$ cat config.mk
export PLATFORM = sky130hd
export DESIGN_NAME = hmq_ram
export DESIGN_NICKNAME = d
export VERILOG_FILES = /design/src/rtl/hmq_ram.sv
export SDC_FILE = /design/constraint.sdc
export NUM_CORES = 2
export LEC_CHECK = 0
export BUFFER_PORTS_ARGS = -buffer_cell sky130_fd_sc_hd__buf_4
export CAP_MARGIN = 40
export CORE_ASPECT_RATIO = 0.6
export CORE_UTILIZATION = 45
export DETAILED_ROUTE_END_ITERATION = 8
export PLACE_DENSITY = 0.67
export SYNTH_ARGS = -nofsm -noshare
export SYNTH_HDL_FRONTEND = slang
export SYNTH_SLANG_ARGS = --single-unit
$ cat constraint.sdc
create_clock -name clk -period 2.2 [get_ports clk]
set_clock_uncertainty 0.1 [all_clocks]
set_input_delay 0.11 -clock clk [delete_from_list [all_inputs] [get_ports clk]]
set_output_delay 0.11 -clock clk [all_outputs]
set_load 0.05 [all_outputs]
$ cat src/rtl/hmq_ram.sv
// Generic synchronous RAM: one write port, two registered read ports.
module hmq_ram #(
  parameter int WIDTH = 8,
  parameter int DEPTH = 256
) (
  input  logic                     clk,
  input  logic                     en,
  input  logic                     we,
  input  logic [$clog2(DEPTH)-1:0] waddr,
  input  logic [WIDTH-1:0]         wdata,
  input  logic [$clog2(DEPTH)-1:0] raddr_a,
  input  logic [$clog2(DEPTH)-1:0] raddr_b,
  output logic [WIDTH-1:0]         rdata_a,
  output logic [WIDTH-1:0]         rdata_b
);

  logic [WIDTH-1:0] mem [DEPTH];

  // Write, and registered read while en is high
  always_ff @(posedge clk) begin
    if (we) begin
      mem[waddr] <= wdata;
    end
    if (en) begin
      rdata_a <= mem[raddr_a];
      rdata_b <= mem[raddr_b];
    end
  end

endmodule

# --- Word-level counts from Yosys, hierarchy flattened ---
# Memory sizes are Yosys's and may differ from the RTL's. A register that Yosys moved wholly into a read port is not among the register bits.
# Index checks and enable logic that the tools add are counted.
# W data, S select, Z words.
totals:
  regBits: 0
  ramBits: 2048
  input_bits: 35
  output_inout_bits: 16
  wordCells: 3
  mem_count: 1
memory_table:
  columns: ["name", "depth", "word_bits", "read_ports", "rd_clocked_by_memory_dff", "write_ports", "line", "source"]
  rows:
  - ["mem", 256, 8, 2, 2, 1, "17", "logic [WIDTH-1:0] mem [DEPTH];"]
classes:
  muxes: 2
op_table:
  columns: ["cell", "count"]
  rows:
  - ["$mux W1", 2]

# --- Longest topological paths before layout ---
logic_depth:
  depth_word: 2
  ltp_mapped: 12
  ltp_nobuf: 6

# --- Worst setup path after synthesis ---
# Ideal clock, no wire load.
synth_timing:
  path_kind: "input to register"
  start: "input port raddr_b[0]"
  end: "register rdata_b[0], read port of mem (data pin)"
  setup_ns: 0.277
  arrival_time_ns: 2.011
  required_ns: 1.823
  slack_ns: -0.188
  stages: 9
  path_buffers: 3
  cell_sequence: "buf_4 -> buf_6 -> buf_2 -> mux4_2 -> mux4_2 -> nand2_1 -> a21oi_1 -> a21oi_1 -> a221oi_2"
synth_lines:
  columns: ["element", "line", "source"]
  rows:
  - ["from (decl)", "12", "input logic [$clog2(DEPTH)-1:0] raddr_b,"]
  - ["to (decl)", "14", "output logic [WIDTH-1:0] rdata_b"]

==> metrics.txt <==
setup TNS -5.49 ns; router iterations before antenna repair 6; Iteration-0 DRC Markers 11413; Post-DRT Antenna Nets 0; clk root buf clkbuf_16; placed insts between 8000 and 9000; initial antenna violation count 22; Total Routed Length 333000 um; Min Clock Period, post-route between 2 and 3 ns; gr ovfl total 0; clk slew on worst S/H paths about 0.070 ns; top_reg_cell synth edfxtp_1; CTS tree done; number of global-route vias before repair ~58000; Seq/Total Area, Yosys 0.638; RSZ-0062 raised after global routing yes; Syn Inst Count around 4800; max cap viols 0; Final Wtd Congestion 0.991; Final nets slightly below 6000; die width between 600 and 700 um; DP Area 109000 sq um; synthesis-to-finish area growth 19.7%; crit share post-route 1.22; P per Cell Area between 700 and 800 nW/um^2; failing checks negative setup slack; Worst-Margin Slew ~0.88 ns; Clock Sinks around 2100; syn nets 4882; number of synthesized flops with an enable pin about 2100; Peak VDD IR around 0.00089 V; maximum clock insertion buffer count 4; Yosys cell types 64; commonest non-fill, non-tap cell in the layout edfxtp_1; Final setup viols 16; die height ~360 um; startpoint types register; critical path required time approximately 2.7 ns; Ports 51; status finished, violations left; Crit. End Element register; row cnt roughly 130; Critical Path Fanout Max 2; fin cells slightly below 9000; largest net degree at the start of global routing approximately 120; core area about 210000 sq um; Final HPWL DP 239000 um; Final Cell Area between 100000 and 150000 sq um; Hold Vio Cnt, Final 0; Arr. time, crit path approximately 3.2 ns; Async SR Flop Fraction 0; Synth Warn # 0; total design power 86.8 mW; total track usage 0.304; Slew HR 0.412; Max Slew Vio Count 0; hold crit path type in -> reg; area of the die between 200000 and 250000 sq um; total number of vias between 60000 and 70000; Mean Syn Cell Area between 20 and 25 sq um; DRC viols 0; via/cell ratio 6.84; Synth Register Bits a little over 2000; initial core utilization 0.455; Routed WL per cell about 37 um; total leakage power 38.4 nW; most frequent cells in the layout 2064 x edfxtp_1, 1051 x mux4_2, 1020 x buf_4, 297 x nor2_1, 230 x mux2i_1; H-tree depth 4; Clock Latency Late Sink ~0.87 ns; layout cells sized above 1 0.444; critical path type reg -> reg; Num CTS Buffers 191; fmax 373 MHz; port bufs 50; Final Util 0.544; cell area after synthesis 97100 sq um; Final Worst Setup Slack -0.481 ns; first-pass GRT wire length ~460000 um
-- routing by layer --
metal	part of all wire	routed length [um]	global-route usage	vias up
met3	0.18	60600	0.133	559
met2	0.40	132000	0.399	5183
met4	0.029	9660	0.0740	16
met5	0.00072	241	0	-
met1	0.39	130000	0.459	31864
li1	-	-	-	23143
-- cell families after synthesis --
group,count (synthesis),synth area share
buf+inv,401,0.0273
flops,2064,0.638
mux,1325,0.272
compound gates,466,0.0353
simple gates,591,0.0269
-- synthesized netlist by cell type (all sizes together), types with 6 or more instances --
master / n / area share
o31ai: 11 / 0.00085
o22ai: 48 / 0.0031
a221o: 10 / 0.0010
nor3b: 7 / 0.00054
a22oi: 62 / 0.0048
nor3: 21 / 0.0011
a21oi: 79 / 0.0041
mux2: 38 / 0.0044
mux2i: 236 / 0.024
o221ai: 67 / 0.0062
buf: 258 / 0.022
nand2: 114 / 0.0044
and2: 12 / 0.00077
mux4: 1051 / 0.24
o21ai: 37 / 0.0019
nor2: 299 / 0.012
a22o: 22 / 0.0020
a211o: 6 / 0.00054
a221oi: 37 / 0.0037
nand3: 52 / 0.0027
nand4: 13 / 0.00084
nor4: 7 / 0.00045
clkbuf: 137 / 0.0053
edfxtp: 2064 / 0.64
or2: 6 / 0.00039
a211oi: 28 / 0.0022
nand3b: 6 / 0.00046
o211ai: 13 / 0.0010
nand2b: 11 / 0.00071
a2bb2oi: 9 / 0.00081
nor2b: 27 / 0.0017
-- power by group --
part	internal, mW	leakage (nW)	switching (mW)
clock network	18.9	3.00	15.0
registers	43.4	18.6	0.113
logic	3.99	16.9	5.40
-- state kept, by name, summed over array words and instances, names as in the netlist --
| signal | cells |
|---|---|
| rdata_b | 8 |
| mem | 2048 |
| rdata_a | 8 |
-- final cells by class --
class / count / area, sq um
Antenna cell: 5 / 12.5
Clock buffer: 227 / 4960
Clock inverter: 115 / 1160
Fill cell: 16129 / 97300
Inverter: 6 / 26.3
Multi-Input combinational cell: 2382 / 33200
Sequential cell: 2064 / 62000
Tap cell: 2859 / 3580
Timing Repair Buffer: 1230 / 11400
-- final timing paths --
kind,from,end,slack [ns],cells after the start
setup / recovery,mem[31][0],rdata_a[0],-0.48,9
hold / removal,waddr[3],mem[94][6],0.07,5
setup reg to reg,mem[31][0],rdata_a[0],-0.48,9
hold reg to reg,mem[190][3],rdata_a[3],1.04,6
-- critical path: stages, from the launching register on --
cell and delay (ns):
edfxtp_1 0.40, mux4_2 0.53, mux4_2 0.55, a22oi_2 0.17
buf_4 0.15, nand3_2 0.08, buf_6 0.15, o31ai_4 0.07
buf_6 0.18, a211oi_2 0.04
-- timing repair --
| item | 4_1_cts | 5_1_grt |
|---|---|---|
| pin swaps | 41 | 20 |
| setup endpoints to repair | 16 | 24 |
| gates cloned | 0 | 0 |
| gates resized for setup | 113 | 38 |
| buffers inserted | 5 | 5 |
| hold buffers | 26 | 0 |
| endpoints found under the hold margin | 1568 | 0 |
-- metrics by stage --
| stage | setup slack [ns] | hold WS [ns] |
|---|---|---|
| 6_report | -0.481 | 0.0695 |
| 5_1_grt | -0.555 | 0.0430 |
| 4_1_cts | -0.504 | 0.00691 |
| 3_5_place_dp | -1.32 | 0.328 |
| 3_3_place_gp | -1.53 | 0.321 |
| 2_1_floorplan | -0.0640 | 0.109 |
No activity file was read; power rests on OpenSTA's default activity.
